`config.mk`:
```
export PLATFORM = sky130hd
export DESIGN_NAME = keyframe_redundancy_filter_top
export DESIGN_NICKNAME = d
export VERILOG_FILES = /design/src/sv/kfr_pkg.sv /design/src/sv/kfr_div.sv /design/src/sv/kfr_judge.sv /design/src/sv/keyframe_redundancy_filter_top.sv
export SDC_FILE = /design/constraint.sdc
export NUM_CORES = 2
export LEC_CHECK = 0
export BUFFER_PORTS_ARGS = -buffer_cell sky130_fd_sc_hd__buf_2
export CAP_MARGIN = 20
export CORE_MARGIN = 2
export CORE_UTILIZATION = 50
export DETAILED_ROUTE_END_ITERATION = 8
export GPL_ROUTABILITY_DRIVEN = 0
export PLACE_DENSITY = 0.68
export SKIP_CTS_REPAIR_TIMING = 1
export SLEW_MARGIN = 20
export SYNTH_ARGS = -nofsm -noshare
export SYNTH_HDL_FRONTEND = slang
export SYNTH_SLANG_ARGS = --single-unit
```
`constraint.sdc`:
```
create_clock -name clk -period 13.95 [get_ports clk]
set_input_delay 0 -clock clk [delete_from_list [all_inputs] [get_ports clk]]
set_output_delay 0 -clock clk [all_outputs]
set_load 0.05 [all_outputs]
```
`src/sv/kfr_pkg.sv`:
```
// ----------------------------------------------------------------------------
// kfr_pkg
// Shared widths, register indexes and control structs of the keyframe filter.
// ----------------------------------------------------------------------------
package kfr_pkg;

  localparam int TIME_W     = 32;
  localparam int VAL_W      = 32;
  localparam int TOL_W      = 31;
  localparam int CNT_W      = 3;
  localparam int CFG_IDX_W  = 2;
  localparam int CFG_DATA_W = 31;
  localparam int PORT_COMPS = 4;

  localparam logic [CFG_IDX_W-1:0] CFG_INTERP_MODE     = 2'd0;
  localparam logic [CFG_IDX_W-1:0] CFG_COMPONENT_COUNT = 2'd1;
  localparam logic [CFG_IDX_W-1:0] CFG_TOLERANCE       = 2'd2;

  // settings the judge sees for one decision
  typedef struct packed {
    logic             linear;
    logic [CNT_W-1:0] used;
    logic [TOL_W-1:0] tol;
  } judge_cfg_t;

  typedef struct packed {
    logic done;
    logic keep;
  } judge_sts_t;

  typedef struct packed {
    logic [TIME_W-1:0]                 time_v;
    logic [PORT_COMPS-1:0][VAL_W-1:0] val;
    logic                              track_end;
  } out_rec_t;

endpackage

```
`src/sv/kfr_div.sv`:
```
// ----------------------------------------------------------------------------
// kfr_div
// Restoring divider for the interpolation weight: one quotient bit per cycle,
// dividend below divisor, fractional quotient of FRAC_BITS bits.
// ----------------------------------------------------------------------------
module kfr_div
  import kfr_pkg::*;
#(
  parameter int FRAC_BITS = 16
) (
  input  logic                 clk,
  input  logic                 rst_n,
  input  logic                 start,
  input  logic [TIME_W-1:0]    dividend,
  input  logic [TIME_W-1:0]    divisor,
  output logic                 done,
  output logic [FRAC_BITS-1:0] quotient
);

  localparam int CW = $clog2(FRAC_BITS + 1);

  logic              busy_r;
  logic              done_r;
  logic [CW-1:0]     cnt_r;
  logic [TIME_W-1:0] rem_r;
  logic [TIME_W-1:0] rem_nxt;
  logic [TIME_W-1:0] den_r;
  logic [FRAC_BITS-1:0] quo_r;
  logic [TIME_W:0]   shifted;
  logic              fits;

  always_comb begin
    shifted = {rem_r, 1'b0};
    fits    = shifted >= {1'b0, den_r};
    if (fits) begin
      rem_nxt = TIME_W'(shifted - {1'b0, den_r});
    end else begin
      rem_nxt = shifted[TIME_W-1:0];
    end
  end

  always_ff @(posedge clk) begin
    if (!rst_n) begin
      busy_r <= 1'b0;
      done_r <= 1'b0;
      cnt_r  <= '0;
    end else begin
      done_r <= busy_r && !start && (cnt_r == CW'(1));
      if (start) begin
        busy_r <= 1'b1;
        cnt_r  <= CW'(FRAC_BITS);
      end else if (busy_r) begin
        cnt_r <= cnt_r - 1'b1;
        if (cnt_r == CW'(1)) begin
          busy_r <= 1'b0;
        end
      end
    end
  end

  always_ff @(posedge clk) begin
    if (start) begin
      rem_r <= dividend;
      den_r <= divisor;
      quo_r <= '0;
    end else if (busy_r) begin
      rem_r <= rem_nxt;
      quo_r <= {quo_r[FRAC_BITS-2:0], fits};
    end
  end

  assign done     = done_r;
  assign quotient = quo_r;

endmodule

```
`src/sv/kfr_judge.sv`:
```
// ----------------------------------------------------------------------------
// kfr_judge
// Keep/drop decision for the pending keyframe. One deviation unit and one
// multiplier are reused per component under a small sequencer.
// ----------------------------------------------------------------------------
module kfr_judge
  import kfr_pkg::*;
#(
  parameter int MAX_COMPONENTS   = 4,
  parameter int WEIGHT_FRAC_BITS = 16
) (
  input  logic                                clk,
  input  logic                                rst_n,
  input  logic                                start,
  input  judge_cfg_t                          cfg,
  input  logic                                pend_second,
  input  logic [TIME_W-1:0]                   first_time,
  input  logic [TIME_W-1:0]                   kept_time,
  input  logic [TIME_W-1:0]                   pend_time,
  input  logic [TIME_W-1:0]                   next_time,
  input  logic [MAX_COMPONENTS-1:0][VAL_W-1:0] kept_val,
  input  logic [MAX_COMPONENTS-1:0][VAL_W-1:0] pend_val,
  input  logic [MAX_COMPONENTS-1:0][VAL_W-1:0] next_val,
  output judge_sts_t                          sts
);

  localparam int F  = WEIGHT_FRAC_BITS;
  localparam int CW = (MAX_COMPONENTS > 1) ? $clog2(MAX_COMPONENTS) : 1;
  localparam int PW = TIME_W + 1 + F + 2;
  localparam int IW = VAL_W + 2;
  localparam logic [F:0] ONE = {1'b1, {F{1'b0}}};

  typedef enum logic [3:0] {
    J_IDLE, J_WEIGHT, J_DIV, J_DIFF, J_MUL, J_ADD, J_DEV, J_STEPA, J_STEPB
  } jstate_t;

  jstate_t state_r;
  logic [CW-1:0]          c_r;
  logic                   done_r;
  logic                   done_nxt;
  logic                   keep_r;
  logic [F:0]             t_r;
  logic signed [TIME_W:0] num_r;
  logic signed [TIME_W:0] den_r;
  logic signed [VAL_W:0]  diff_r;
  logic signed [PW-1:0]   prod_r;
  logic signed [IW-1:0]   interp_r;

  logic [VAL_W-1:0]  kv, pv, nv;
  logic              last_c;
  logic              drop_now;
  logic [TIME_W:0]   num_neg, den_neg;
  logic [TIME_W-1:0] an, ad;
  logic              div_start;
  logic              div_done;
  logic [F-1:0]      div_q;
  logic signed [IW-1:0] dev_a, dev_b;
  logic signed [IW:0]   dd;
  logic [IW:0]          dmag;
  logic                 dev;
  logic signed [PW-1:0] scaled;

  assign kv     = kept_val[c_r];
  assign pv     = pend_val[c_r];
  assign nv     = next_val[c_r];
  assign last_c = (CNT_W'(c_r) + CNT_W'(1)) == cfg.used;

  // drop on a repeated time, or a second keyframe on the first time
  assign drop_now = (pend_time == next_time) || (pend_second && (pend_time == first_time));

  assign num_neg = -num_r;
  assign den_neg = -den_r;
  assign an      = num_r[TIME_W] ? num_neg[TIME_W-1:0] : num_r[TIME_W-1:0];
  assign ad      = den_r[TIME_W] ? den_neg[TIME_W-1:0] : den_r[TIME_W-1:0];

  assign div_start = (state_r == J_WEIGHT) && (den_r != '0) && (num_r != '0) &&
                     (num_r[TIME_W] == den_r[TIME_W]) && (an < ad);

  kfr_div #(.FRAC_BITS(F)) u_div (
    .clk      (clk),
    .rst_n    (rst_n),
    .start    (div_start),
    .dividend (an),
    .divisor  (ad),
    .done     (div_done),
    .quotient (div_q)
  );

  // shared deviation unit: |a - b| > tolerance
  always_comb begin
    case (state_r)
      J_STEPA: begin
        dev_a = IW'($signed(kv));
        dev_b = IW'($signed(pv));
      end
      J_STEPB: begin
        dev_a = IW'($signed(pv));
        dev_b = IW'($signed(nv));
      end
      default: begin
        dev_a = interp_r;
        dev_b = IW'($signed(pv));
      end
    endcase
    dd   = (IW + 1)'(dev_a) - (IW + 1)'(dev_b);
    dmag = dd[IW] ? (IW + 1)'(-dd) : dd;
    dev  = dmag > (IW + 1)'(cfg.tol);
  end

  always_comb begin
    case (state_r)
      J_IDLE:         done_nxt = start && drop_now;
      J_WEIGHT:       done_nxt = (den_r == '0);
      J_STEPA:        done_nxt = dev;
      J_DEV, J_STEPB: done_nxt = dev || last_c;
      default:        done_nxt = 1'b0;
    endcase
  end

  // floor of the product over 2^F
  assign scaled = prod_r >>> F;

  always_ff @(posedge clk) begin
    if (!rst_n) begin
      state_r <= J_IDLE;
      done_r  <= 1'b0;
      keep_r  <= 1'b0;
      c_r     <= '0;
    end else begin
      done_r <= done_nxt;
      case (state_r)
        J_IDLE: begin
          if (start) begin
            c_r <= '0;
            if (drop_now) begin
              keep_r <= 1'b0;
            end else if (cfg.linear) begin
              state_r <= J_WEIGHT;
            end else begin
              state_r <= J_STEPA;
            end
          end
        end
        J_WEIGHT: begin
          if (den_r == '0) begin
            keep_r  <= 1'b1;
            state_r <= J_IDLE;
          end else if (div_start) begin
            state_r <= J_DIV;
          end else begin
            state_r <= J_DIFF;
          end
        end
        J_DIV: begin
          if (div_done) begin
            state_r <= J_DIFF;
          end
        end
        J_DIFF: state_r <= J_MUL;
        J_MUL:  state_r <= J_ADD;
        J_ADD:  state_r <= J_DEV;
        J_DEV: begin
          if (dev || last_c) begin
            keep_r  <= dev;
            state_r <= J_IDLE;
          end else begin
            c_r     <= c_r + 1'b1;
            state_r <= J_DIFF;
          end
        end
        J_STEPA: begin
          if (dev) begin
            keep_r  <= 1'b1;
            state_r <= J_IDLE;
          end else begin
            state_r <= J_STEPB;
          end
        end
        J_STEPB: begin
          if (dev || last_c) begin
            keep_r  <= dev;
            state_r <= J_IDLE;
          end else begin
            c_r     <= c_r + 1'b1;
            state_r <= J_STEPA;
          end
        end
        default: state_r <= J_IDLE;
      endcase
    end
  end

  // datapath registers
  always_ff @(posedge clk) begin
    if (state_r == J_IDLE) begin
      num_r <= {1'b0, pend_time} - {1'b0, kept_time};
      den_r <= {1'b0, next_time} - {1'b0, kept_time};
    end
    if (state_r == J_WEIGHT) begin
      if ((num_r == '0) || (num_r[TIME_W] != den_r[TIME_W])) begin
        t_r <= '0;
      end else if (an >= ad) begin
        t_r <= ONE;
      end
    end
    if (state_r == J_DIV && div_done) begin
      t_r <= {1'b0, div_q};
    end
    diff_r   <= (VAL_W + 1)'($signed(nv)) - (VAL_W + 1)'($signed(kv));
    prod_r   <= PW'(diff_r) * PW'($signed({1'b0, t_r}));
    interp_r <= IW'($signed(kv)) + IW'(scaled);
  end

  assign sts.done = done_r;
  assign sts.keep = keep_r;

endmodule

```
`src/sv/keyframe_redundancy_filter_top.sv`:
```
// ----------------------------------------------------------------------------
// keyframe_redundancy_filter_top
// Keyframe stream filter: passes first and last keyframes and the middle ones
// that deviate beyond tolerance (step or linear comparison), dropping repeated times.
//
//   channel  direction  handshake         payload
//   in       input      in_valid/stall    key_time, value_x..w, final_key
//   out      output     out_valid/stall   out_time, out_x..w, out_track_end
//   cfg      input      cfg_we            cfg_index, cfg_wdata
//
// Each keyframe is taken whole before the next: the input stalls until the
// sequence for the last one is done. A middle keyframe is judged component
// by component; linear mode first runs the serial weight divider, then the
// shared per-component multiply/compare.
// Results go to a two-entry output queue; a full queue holds the sequencer.
// Reset is synchronous; no clearing pass is needed after it.
// ----------------------------------------------------------------------------
module keyframe_redundancy_filter_top
  import kfr_pkg::*;
#(
  parameter int MAX_COMPONENTS   = 4,
  parameter int WEIGHT_FRAC_BITS = 16
) (
  input  logic                  clk,
  input  logic                  rst_n,
  input  logic                  in_valid,
  output logic                  in_stall,
  input  logic [TIME_W-1:0]     in_key_time,
  input  logic signed [VAL_W-1:0] in_value_x,
  input  logic signed [VAL_W-1:0] in_value_y,
  input  logic signed [VAL_W-1:0] in_value_z,
  input  logic signed [VAL_W-1:0] in_value_w,
  input  logic                  in_final_key,
  output logic                  out_valid,
  input  logic                  out_stall,
  output logic [TIME_W-1:0]     out_time,
  output logic signed [VAL_W-1:0] out_x,
  output logic signed [VAL_W-1:0] out_y,
  output logic signed [VAL_W-1:0] out_z,
  output logic signed [VAL_W-1:0] out_w,
  output logic                  out_track_end,
  input  logic                  cfg_we,
  input  logic [CFG_IDX_W-1:0]  cfg_index,
  input  logic [CFG_DATA_W-1:0] cfg_wdata
);

  localparam logic [1:0] SEEN_IDLE  = 2'd0;
  localparam logic [1:0] SEEN_FIRST = 2'd1;
  localparam logic [1:0] SEEN_PEND  = 2'd2;

  typedef enum logic [1:0] {S_IDLE, S_JUDGE, S_PEND, S_NEW} state_t;

  state_t state_r;
  logic   start_r;

  logic             mode_r;
  logic [CNT_W-1:0] ccount_r;
  logic [TOL_W-1:0] tol_r;
  logic [CNT_W-1:0] used;

  logic [TIME_W-1:0] cur_time_r, first_time_r, kept_time_r, pend_time_r;
  logic              cur_last_r;
  logic [MAX_COMPONENTS-1:0][VAL_W-1:0] cur_val_r, kept_val_r, pend_val_r;
  logic [1:0]        seen_r;
  logic              pis_r;

  logic [PORT_COMPS-1:0][VAL_W-1:0] in_vec;
  logic [MAX_COMPONENTS-1:0][VAL_W-1:0] src_val;

  out_rec_t   fifo_r [2];
  logic       wp_r, rp_r;
  logic [1:0] cnt_r;
  out_rec_t   push_rec;
  logic       push, pop, room, emit_new, in_xfer;

  judge_cfg_t jcfg;
  judge_sts_t jsts;

  assign in_vec  = {in_value_w, in_value_z, in_value_y, in_value_x};
  assign in_xfer = in_valid && !in_stall;
  assign in_stall = (state_r != S_IDLE);

  always_comb begin
    if (ccount_r == '0) begin
      used = CNT_W'(1);
    end else if (ccount_r > CNT_W'(MAX_COMPONENTS)) begin
      used = CNT_W'(MAX_COMPONENTS);
    end else begin
      used = ccount_r;
    end
  end

  assign jcfg.linear = mode_r;
  assign jcfg.used   = used;
  assign jcfg.tol    = tol_r;

  kfr_judge #(
    .MAX_COMPONENTS   (MAX_COMPONENTS),
    .WEIGHT_FRAC_BITS (WEIGHT_FRAC_BITS)
  ) u_judge (
    .clk         (clk),
    .rst_n       (rst_n),
    .start       (start_r),
    .cfg         (jcfg),
    .pend_second (pis_r),
    .first_time  (first_time_r),
    .kept_time   (kept_time_r),
    .pend_time   (pend_time_r),
    .next_time   (cur_time_r),
    .kept_val    (kept_val_r),
    .pend_val    (pend_val_r),
    .next_val    (cur_val_r),
    .sts         (jsts)
  );

  // result assembly; unused components go out as zero
  assign room     = (cnt_r != 2'd2);
  assign emit_new = (seen_r == SEEN_IDLE) || cur_last_r;
  assign push     = room && ((state_r == S_PEND) || (state_r == S_NEW && emit_new));
  assign pop      = out_valid && !out_stall;
  assign src_val  = (state_r == S_PEND) ? pend_val_r : cur_val_r;

  assign push_rec.time_v    = (state_r == S_PEND) ? pend_time_r : cur_time_r;
  assign push_rec.track_end = (state_r == S_NEW) && cur_last_r;

  for (genvar g = 0; g < PORT_COMPS; g++) begin : g_out
    if (g < MAX_COMPONENTS) begin : g_used
      assign push_rec.val[g] = (CNT_W'(g) < used) ? src_val[g] : '0;
    end else begin : g_none
      assign push_rec.val[g] = '0;
    end
  end

  // configuration registers
  always_ff @(posedge clk) begin
    if (!rst_n) begin
      mode_r   <= 1'b1;
      ccount_r <= CNT_W'(1);
      tol_r    <= '0;
    end else if (cfg_we) begin
      case (cfg_index)
        CFG_INTERP_MODE:     mode_r   <= cfg_wdata[0];
        CFG_COMPONENT_COUNT: ccount_r <= cfg_wdata[CNT_W-1:0];
        CFG_TOLERANCE:       tol_r    <= cfg_wdata[TOL_W-1:0];
        default: ;
      endcase
    end
  end

  // sequencer and track state
  always_ff @(posedge clk) begin
    if (!rst_n) begin
      state_r      <= S_IDLE;
      start_r      <= 1'b0;
      seen_r       <= SEEN_IDLE;
      pis_r        <= 1'b0;
      first_time_r <= '0;
      kept_time_r  <= '0;
      pend_time_r  <= '0;
    end else begin
      start_r <= (state_r == S_IDLE) && in_xfer && (seen_r == SEEN_PEND);
      case (state_r)
        S_IDLE: begin
          if (in_xfer) begin
            if (seen_r == SEEN_PEND) begin
              state_r <= S_JUDGE;
            end else begin
              state_r <= S_NEW;
            end
          end
        end
        S_JUDGE: begin
          if (jsts.done) begin
            state_r <= jsts.keep ? S_PEND : S_NEW;
          end
        end
        S_PEND: begin
          if (room) begin
            kept_time_r <= pend_time_r;
            state_r     <= S_NEW;
          end
        end
        S_NEW: begin
          if (room || !emit_new) begin
            state_r <= S_IDLE;
            if (seen_r == SEEN_IDLE) begin
              first_time_r <= cur_time_r;
              kept_time_r  <= cur_time_r;
              seen_r       <= cur_last_r ? SEEN_IDLE : SEEN_FIRST;
              pis_r        <= 1'b0;
            end else if (cur_last_r) begin
              seen_r <= SEEN_IDLE;
              pis_r  <= 1'b0;
            end else begin
              pis_r       <= (seen_r == SEEN_FIRST);
              pend_time_r <= cur_time_r;
              seen_r      <= SEEN_PEND;
            end
          end
        end
        default: state_r <= S_IDLE;
      endcase
    end
  end

  // value stores follow the same transfers as the times above
  always_ff @(posedge clk) begin
    if (state_r == S_IDLE && in_xfer) begin
      cur_time_r <= in_key_time;
      cur_last_r <= in_final_key;
      for (int i = 0; i < MAX_COMPONENTS; i++) begin
        cur_val_r[i] <= in_vec[i];
      end
    end
    if (state_r == S_PEND && room) begin
      kept_val_r <= pend_val_r;
    end
    if (state_r == S_NEW && (room || !emit_new)) begin
      if (seen_r == SEEN_IDLE) begin
        kept_val_r <= cur_val_r;
      end else if (!cur_last_r) begin
        pend_val_r <= cur_val_r;
      end
    end
  end

  // two-entry output queue
  always_ff @(posedge clk) begin
    if (!rst_n) begin
      wp_r  <= 1'b0;
      rp_r  <= 1'b0;
      cnt_r <= 2'd0;
    end else begin
      if (push) begin
        wp_r <= ~wp_r;
      end
      if (pop) begin
        rp_r <= ~rp_r;
      end
      if (push && !pop) begin
        cnt_r <= cnt_r + 2'd1;
      end else if (pop && !push) begin
        cnt_r <= cnt_r - 2'd1;
      end
    end
  end

  always_ff @(posedge clk) begin
    if (push) begin
      fifo_r[wp_r] <= push_rec;
    end
  end

  assign out_valid     = (cnt_r != 2'd0);
  assign out_time      = fifo_r[rp_r].time_v;
  assign out_x         = fifo_r[rp_r].val[0];
  assign out_y         = fifo_r[rp_r].val[1];
  assign out_z         = fifo_r[rp_r].val[2];
  assign out_w         = fifo_r[rp_r].val[3];
  assign out_track_end = fifo_r[rp_r].track_end;

  a_queue_bound: assert property (@(posedge clk) disable iff (!rst_n)
    cnt_r != 2'd3)
    else $error("output queue count out of range");

  a_push_room: assert property (@(posedge clk) disable iff (!rst_n)
    push |-> (cnt_r != 2'd2))
    else $error("result pushed into a full queue");

  a_done_in_judge: assert property (@(posedge clk) disable iff (!rst_n)
    jsts.done |-> (state_r == S_JUDGE))
    else $error("judge finished outside the judge wait");

  a_accept_busy: assert property (@(posedge clk) disable iff (!rst_n)
    in_xfer |=> in_stall)
    else $error("input transfer did not start a sequence");

endmodule

```
* Word level (Yosys, flattened, before mapping) *
Memories as Yosys holds them, arrays and structs flattened. A register that Yosys moved wholly into a read port is not among the register bits.
Index checks and enable logic that the tools add are counted.
Widths: inputs -> output; s select.

storage, ports and cells
  flip-flop bits (word level) = 853
  bits in writable memories = 322
  output and inout port bits = 163
  word-level logic and storage cells = 254
  memories = 1

memories
  memory  depth  width  rd ports  clocked after Yosys merged registers in  wr ports  line                                  RTL
  fifo_r  2      161    1         1                                        1         keyframe_redundancy_filter_top.sv:70  out_rec_t fifo_r [2];

operators by class
  add/subtract/negate cells = 14
  multiply operators = 1
  $lt $le $gt $ge = 10
  eq/ne operators = 35
  mux-type cells = 76
  bitwise gates (word level) = 5
  reductions and logical operators = 67

operator list
  kind                number
  $mux 128            4
  $mux 32             16
  $bmux 32 s2         3
  $sub 32x32->33      3
  $pmux 34 s2         1
  $logic_not 33->1    2
  $reduce_bool 33->1  2
  $eq 32x32->1        2
  $neg 32->32         2
  $pmux 32 s2         1
  $mul 33x18->50      1
  $pmux 4 s9          1
  $gt 35x31->1        1
  $mux 35             1
  $neg 35->35         1
  $sub 34x34->35      1
  $add 32x34->34      1
  $mux 17             2
  $mux 34             1
  $ge 33x32->1        1
  $ge 32x32->1        1
  $lt 32x32->1        1
  $mux 16             2
  $sub 32x32->32      1
  43 further kinds    156

* Depth between registers and ports, before layout *
  word-level depth = 10
  mapped depth = 36
  depth with buffers taken out = 31

* By module *
Synthesis repeated with hierarchy kept, for this count alone.

second synthesis, totals
  cell total of the unflattened synthesis = 7,265
  area, all modules = 78,419.0 µm²

modules (own cells, without submodules)
  module                          instances  cells each  area an instance (µm²)  sequential area each (µm²)
  kfr_judge                       1          4,400       39,317.7                4,664.5
  keyframe_redundancy_filter_top  1          2,317       33,676.0                23,752.8
  kfr_div                         1          548         5,425.2                 2,382.3

* Worst setup path before layout *
Ideal clock, no wire load.

  path type = reg-to-reg
  from = reg state_r[0]
  to = mem fifo_r[0][0] (netlist bit) (enable)
  arrival time = 12.137 ns
  slack = 0.933 ns
  cell stages (with the launch flop) = 7
  buffers on the path = 2
  period minus slack after synthesis = 13.017 ns
  cell sequence = dfxtp_1 > inv_1 > ha_1 > clkbuf_1 > clkbuf_1 > nor2_1 > nor3_1

on the way
  cells in the longest elaborated chain, start to end = 6
  elaborated cells between the ends (all ways) = 7

RTL lines
  what                            line                                   RTL
  from (decl)                     keyframe_redundancy_filter_top.sv:53   state_t state_r;
  from (signal assigned)          keyframe_redundancy_filter_top.sv:174  state_r <= jsts.keep ? S_PEND : S_NEW;
  $eq 2x2->1                      keyframe_redundancy_filter_top.sv:119  assign push = room && ((state_r == S_PEND) || (state_r == S_NEW && emit_new));
  $logic_and 1x1->1               keyframe_redundancy_filter_top.sv:119
  $logic_or 1x1->1 *              keyframe_redundancy_filter_top.sv:119
  $logic_and 1x1->1 *             keyframe_redundancy_filter_top.sv:119
  $mux 1 *                        keyframe_redundancy_filter_top.sv:249  if (push) begin
  $mux 1 (implied by the code) *  keyframe_redundancy_filter_top.sv:250  fifo_r[wp_r] <= push_rec;
  to (decl)                       keyframe_redundancy_filter_top.sv:70

Every way passes the cells marked *; elsewhere a longest branch is shown, timed or not.

* Worst setup path in the final report *
  from = reg u_judge.c_r[0]
  to = reg u_judge.c_r[1]

on the way
  cells in the longest elaborated chain, start to end = 10
  elaborated cells between the ends (all ways) = 20

RTL lines
  what                                    line                                               RTL
  from (decl)                             kfr_judge.sv:38                                    logic [CW-1:0] c_r;
  from (signal assigned)                  kfr_judge.sv:167                                   c_r <= c_r + 1'b1;
  from (signal assigned)                  kfr_judge.sv:184                                   c_r <= c_r + 1'b1;
  $bmux 32 s2, on equally long branches   kfr_judge.sv:64, kfr_judge.sv:63, kfr_judge.sv:65
  $mux 32, on equally long branches       kfr_judge.sv:64, kfr_judge.sv:63, kfr_judge.sv:65
  $pmux 34 s2 or $mux 34 (tied branches)  kfr_judge.sv:91                                    case (state_r)
  $sub 34x34->35                          kfr_judge.sv:105                                   dd = (IW + 1)'(dev_a) - (IW + 1)'(dev_b);
  $neg 35->35                             kfr_judge.sv:106                                   dmag = dd[IW] ? (IW + 1)'(-dd) : dd;
  $mux 35                                 kfr_judge.sv:106
  $gt 35x31->1                            kfr_judge.sv:107                                   dev = dmag > (IW + 1)'(cfg.tol);
  $logic_or 1x1->1                        kfr_judge.sv:163, kfr_judge.sv:180
  $ne 2x2->1 (no source line)             n/a
  $reduce_and 3->1 (no source line)       n/a

Several ways; a longest one is shown, not always the timed one. The select of a mux whose other input is x is not followed.
A chain may end at the register's enable or synchronous reset.

==> key figures <==
Run status
  – Run status: finished, violations left
  – Violated checks: negative hold slack

Clocking
  – Max clock buf depth: 3
  – Num CTS Buffers: 115
  – Htree depth: 3
  – Root Driver: clkbuf_16
  – Skew-Pair Late Insertion Delay: 780 ps
  – CTS tree: yes
  – Clock Pin Slew Worst Setup and Hold Paths: 60 ps
  – CTS sink cnt: ~1200

Timing
  – Fmax: about 0.11 GHz
  – Clock skew: between 40 and 50 ps
  – Rel. slew slack: 24.7%
  – Sum Neg Setup Slack: 0 ps
  – Min cycle time layout: approximately 9300 ps
  – RSZ-0062 raised after global routing: false
  – Final Hold Slack: -11.2 ps
  – Slew Viols, Final: 0
  – Final Cycle Share: 66.5%
  – Actual slew at the worst max-slew pin: around 1100 ps
  – Final setup fails: 0
  – Fin. Hold Viols: 3

Critical path
  – Worst setup SP type: flip-flop
  – Setup crit end kind: flip-flop
  – Most used cell, CP: a21o_1
  – CP Class: reg -> reg
  – R2r worst-path depth: 30
  – Required time worst endpoint: approximately 15000 ps
  – Reg2Reg Setup Slack: 4680 ps
  – CP Launch Point: u_judge.c_r[0]
  – CP max-delay cell: o41a_1
  – Slowest Stage Delay on Critical Path: 840 ps
  – Beginning of the worst register-to-register path: u_judge.c_r[0]
  – CP max FO: 43
  – RR Endpoint: u_judge.c_r[1]
  – Arrival time worst endpoint: 9930 ps

Global routing
  – Initial antenna violation count: 20
  – First-pass GRT wire length: approximately 320000 um
  – Total gr overflow: 0
  – Vias in the first global route: around 55000
  – Largest net degree at the start of global routing: approximately 120
  – All-layer global routing usage: about a quarter

Die
  – # IOs: 362
  – Rows: 144
  – Starting density of the core: 50.3%
  – Die X: 397 um
  – Die Y: 397 um
  – Core region area: 154000 um^2
  – Die area: 158000 um^2

Yosys
  – Cell taking the most area after synthesis: edfxtp_1
  – Dominant synthesized flop cell: edfxtp_1
  – Ys async rst share: 0%
  – Seq/Total Area, Yosys: 39.9%
  – Syn Std Cell Area: between 70000 and 80000 um^2
  – Area contributors post-synth: edfxtp_1, fa_1, dfxtp_1, ha_1, mux2i_1
  – Post-synth EDFFs: about 760
  – Synthesized instance count: about 7000
  – Avg Inst Size Synth: roughly 11 um^2
  – Synth Net Count: 8327
  – Flops & latches, synth: 1160
  – Post-synth top area share: 29.4%
  – Distinct cell type count after synthesis: slightly below 100
  – Yosys warns: 0

Worst hold path
  – Worst hold endpoint: cur_val_r[70]
  – Min-Delay Path Depth: 2
  – Hold_sp: in_value_z[6]
  – Hold WC Path Type: in -> reg

Final layout
  – # nets final: 8915
  – Share of cells above drive strength 1: 12.9%
  – Area grow syn2layout: 14.6%
  – Most common cell after layout, fill and taps aside: inv_1
  – Multi-input logic area: between 40000 and 50000 um^2
  – Register Area: 30800 um^2
  – Design Area, Final: 88500 um^2
  – Most frequent cells in the layout: inv_1, nand2_1, edfxtp_1
  – Number of fill cells: 12607
  – Post-Layout Cell Count: around 10000

Route
  – DRT Wirelength: 212000 um
  – DR vias/cell: 5.66
  – Final ANT Viol Nets: 0
  – Iter 0 DRT Violations: 5175
  – Pre-Repair DR Iteration Count: 6
  – DR DRC count: 0
  – Vias: 56334
  – Wire per inst: 21.3 um

Place
  – HPWL after DPL: 155000 um
  – Placed Instances: between 9000 and 10000
  – IO Port Bufs: 361
  – Post-DP Area: about 81000 um^2

Run
  – MaxCap Viol Count: 0
layout make-up:
cell class / instances / share of cell area [%]
Clock buffer: 144 / 3.55
Multi-Input combinational cell: 4931 / 47.8
Tap cell: 2044 / 2.89
Inverter: 809 / 3.44
Sequential cell: 1160 / 34.8
Antenna cell: 18 / 0.0509
Clock inverter: 75 / 0.873
Timing Repair Buffer: 780 / 6.61
routing by layer:
| metal | GRT usage [%] | up-vias | routed length, um |
|---|---|---|---|
| met5 | 0 | - | 17 |
| met4 | 9.41 | 2 | 7080 |
| met3 | 4.56 | 382 | 16300 |
| met2 | 40.0 | 2186 | 97300 |
| met1 | 37.2 | 27989 | 91700 |
| li1 | - | 25775 | - |
sequential cells by signal, indices dropped and copies added (netlist names), 33 cells and up, named ones only:
name and flops:
u_judge.prod_r 34, u_judge.num_r 33, kept_val_r 128, fifo_r 322, u_judge.den_r 33, u_judge.interp_r 34, u_judge.diff_r 33, cur_val_r 128
pend_val_r 128
cells in the mapped netlist (10+ instances only):
library cell	n
inv_1	806
nand2_1	772
edfxtp_1	757
fa_1	535
nor2_1	499
a21oi_1	454
dfxtp_1	403
ha_1	384
mux2i_1	318
clkbuf_1	259
and2_1	252
mux2_2	227
xnor2_1	219
o21ai_0	145
xor2_1	117
a21o_1	101
mux4_2	96
nor2b_1	78
nor3_1	73
a211oi_1	55
nand2b_1	53
nand3_1	50
o21a_1	44
nand4_1	43
o31ai_1	32
a22oi_1	31
and3_1	31
buf_1	28
nor4_1	22
a31oi_1	19
o21bai_1	19
or2_2	19
or3_1	19
a21boi_0	16
buf_2	15
o31a_1	14
o211ai_1	13
nand3b_1	10
nor3b_1	10
or4_1	10
through the flow:
step                hold slack (ps)  setup WS, ps  utilization, %
detailed placement              178          4700            52.7
floorplan                      98.9           933               -
CTS                            -642          4680            55.3
global route                  -4.91          4050            57.6
finish                        -11.2          4680            57.6
global placement                177          4940            52.7
worst max path at each step:
stage                          end  slack, ps  depth (start not counted)
global placement    u_judge.c_r[1]       4940                         30
detailed placement  u_judge.c_r[0]       4700                         30
global route        u_judge.c_r[1]       4050                         30
CTS                 u_judge.c_r[0]       4680                         30
floorplan             fifo_r[0][0]        930                          6
finish              u_judge.c_r[1]       4680                         30
cells by family after synthesis:
family / count (synthesis) / share of synthesized area (%)
simple gates: 1972 / 11.8
flops: 1160 / 39.9
buf+inv: 1118 / 5.51
compound gates: 1062 / 8.64
fa+ha+maj: 919 / 20.1
mux: 642 / 10.2
xor+xnor: 336 / 3.81
critical path, delay by kind of cell, from the launching register on:
kind,cells,cell delay [ps]
XOR/XNOR,1,190
AND/OR/NAND/NOR,5,890
buffers and inverters,2,1330
flip-flops,1,660
adder cells (fa/ha/maj),2,810
multiplexers,2,790
AO/OA/AOI/OAI,18,4360
Power is left out: the tool's default activity adds up to more than one toggle a clock period on the data nets, which glitch-free logic cannot reach.
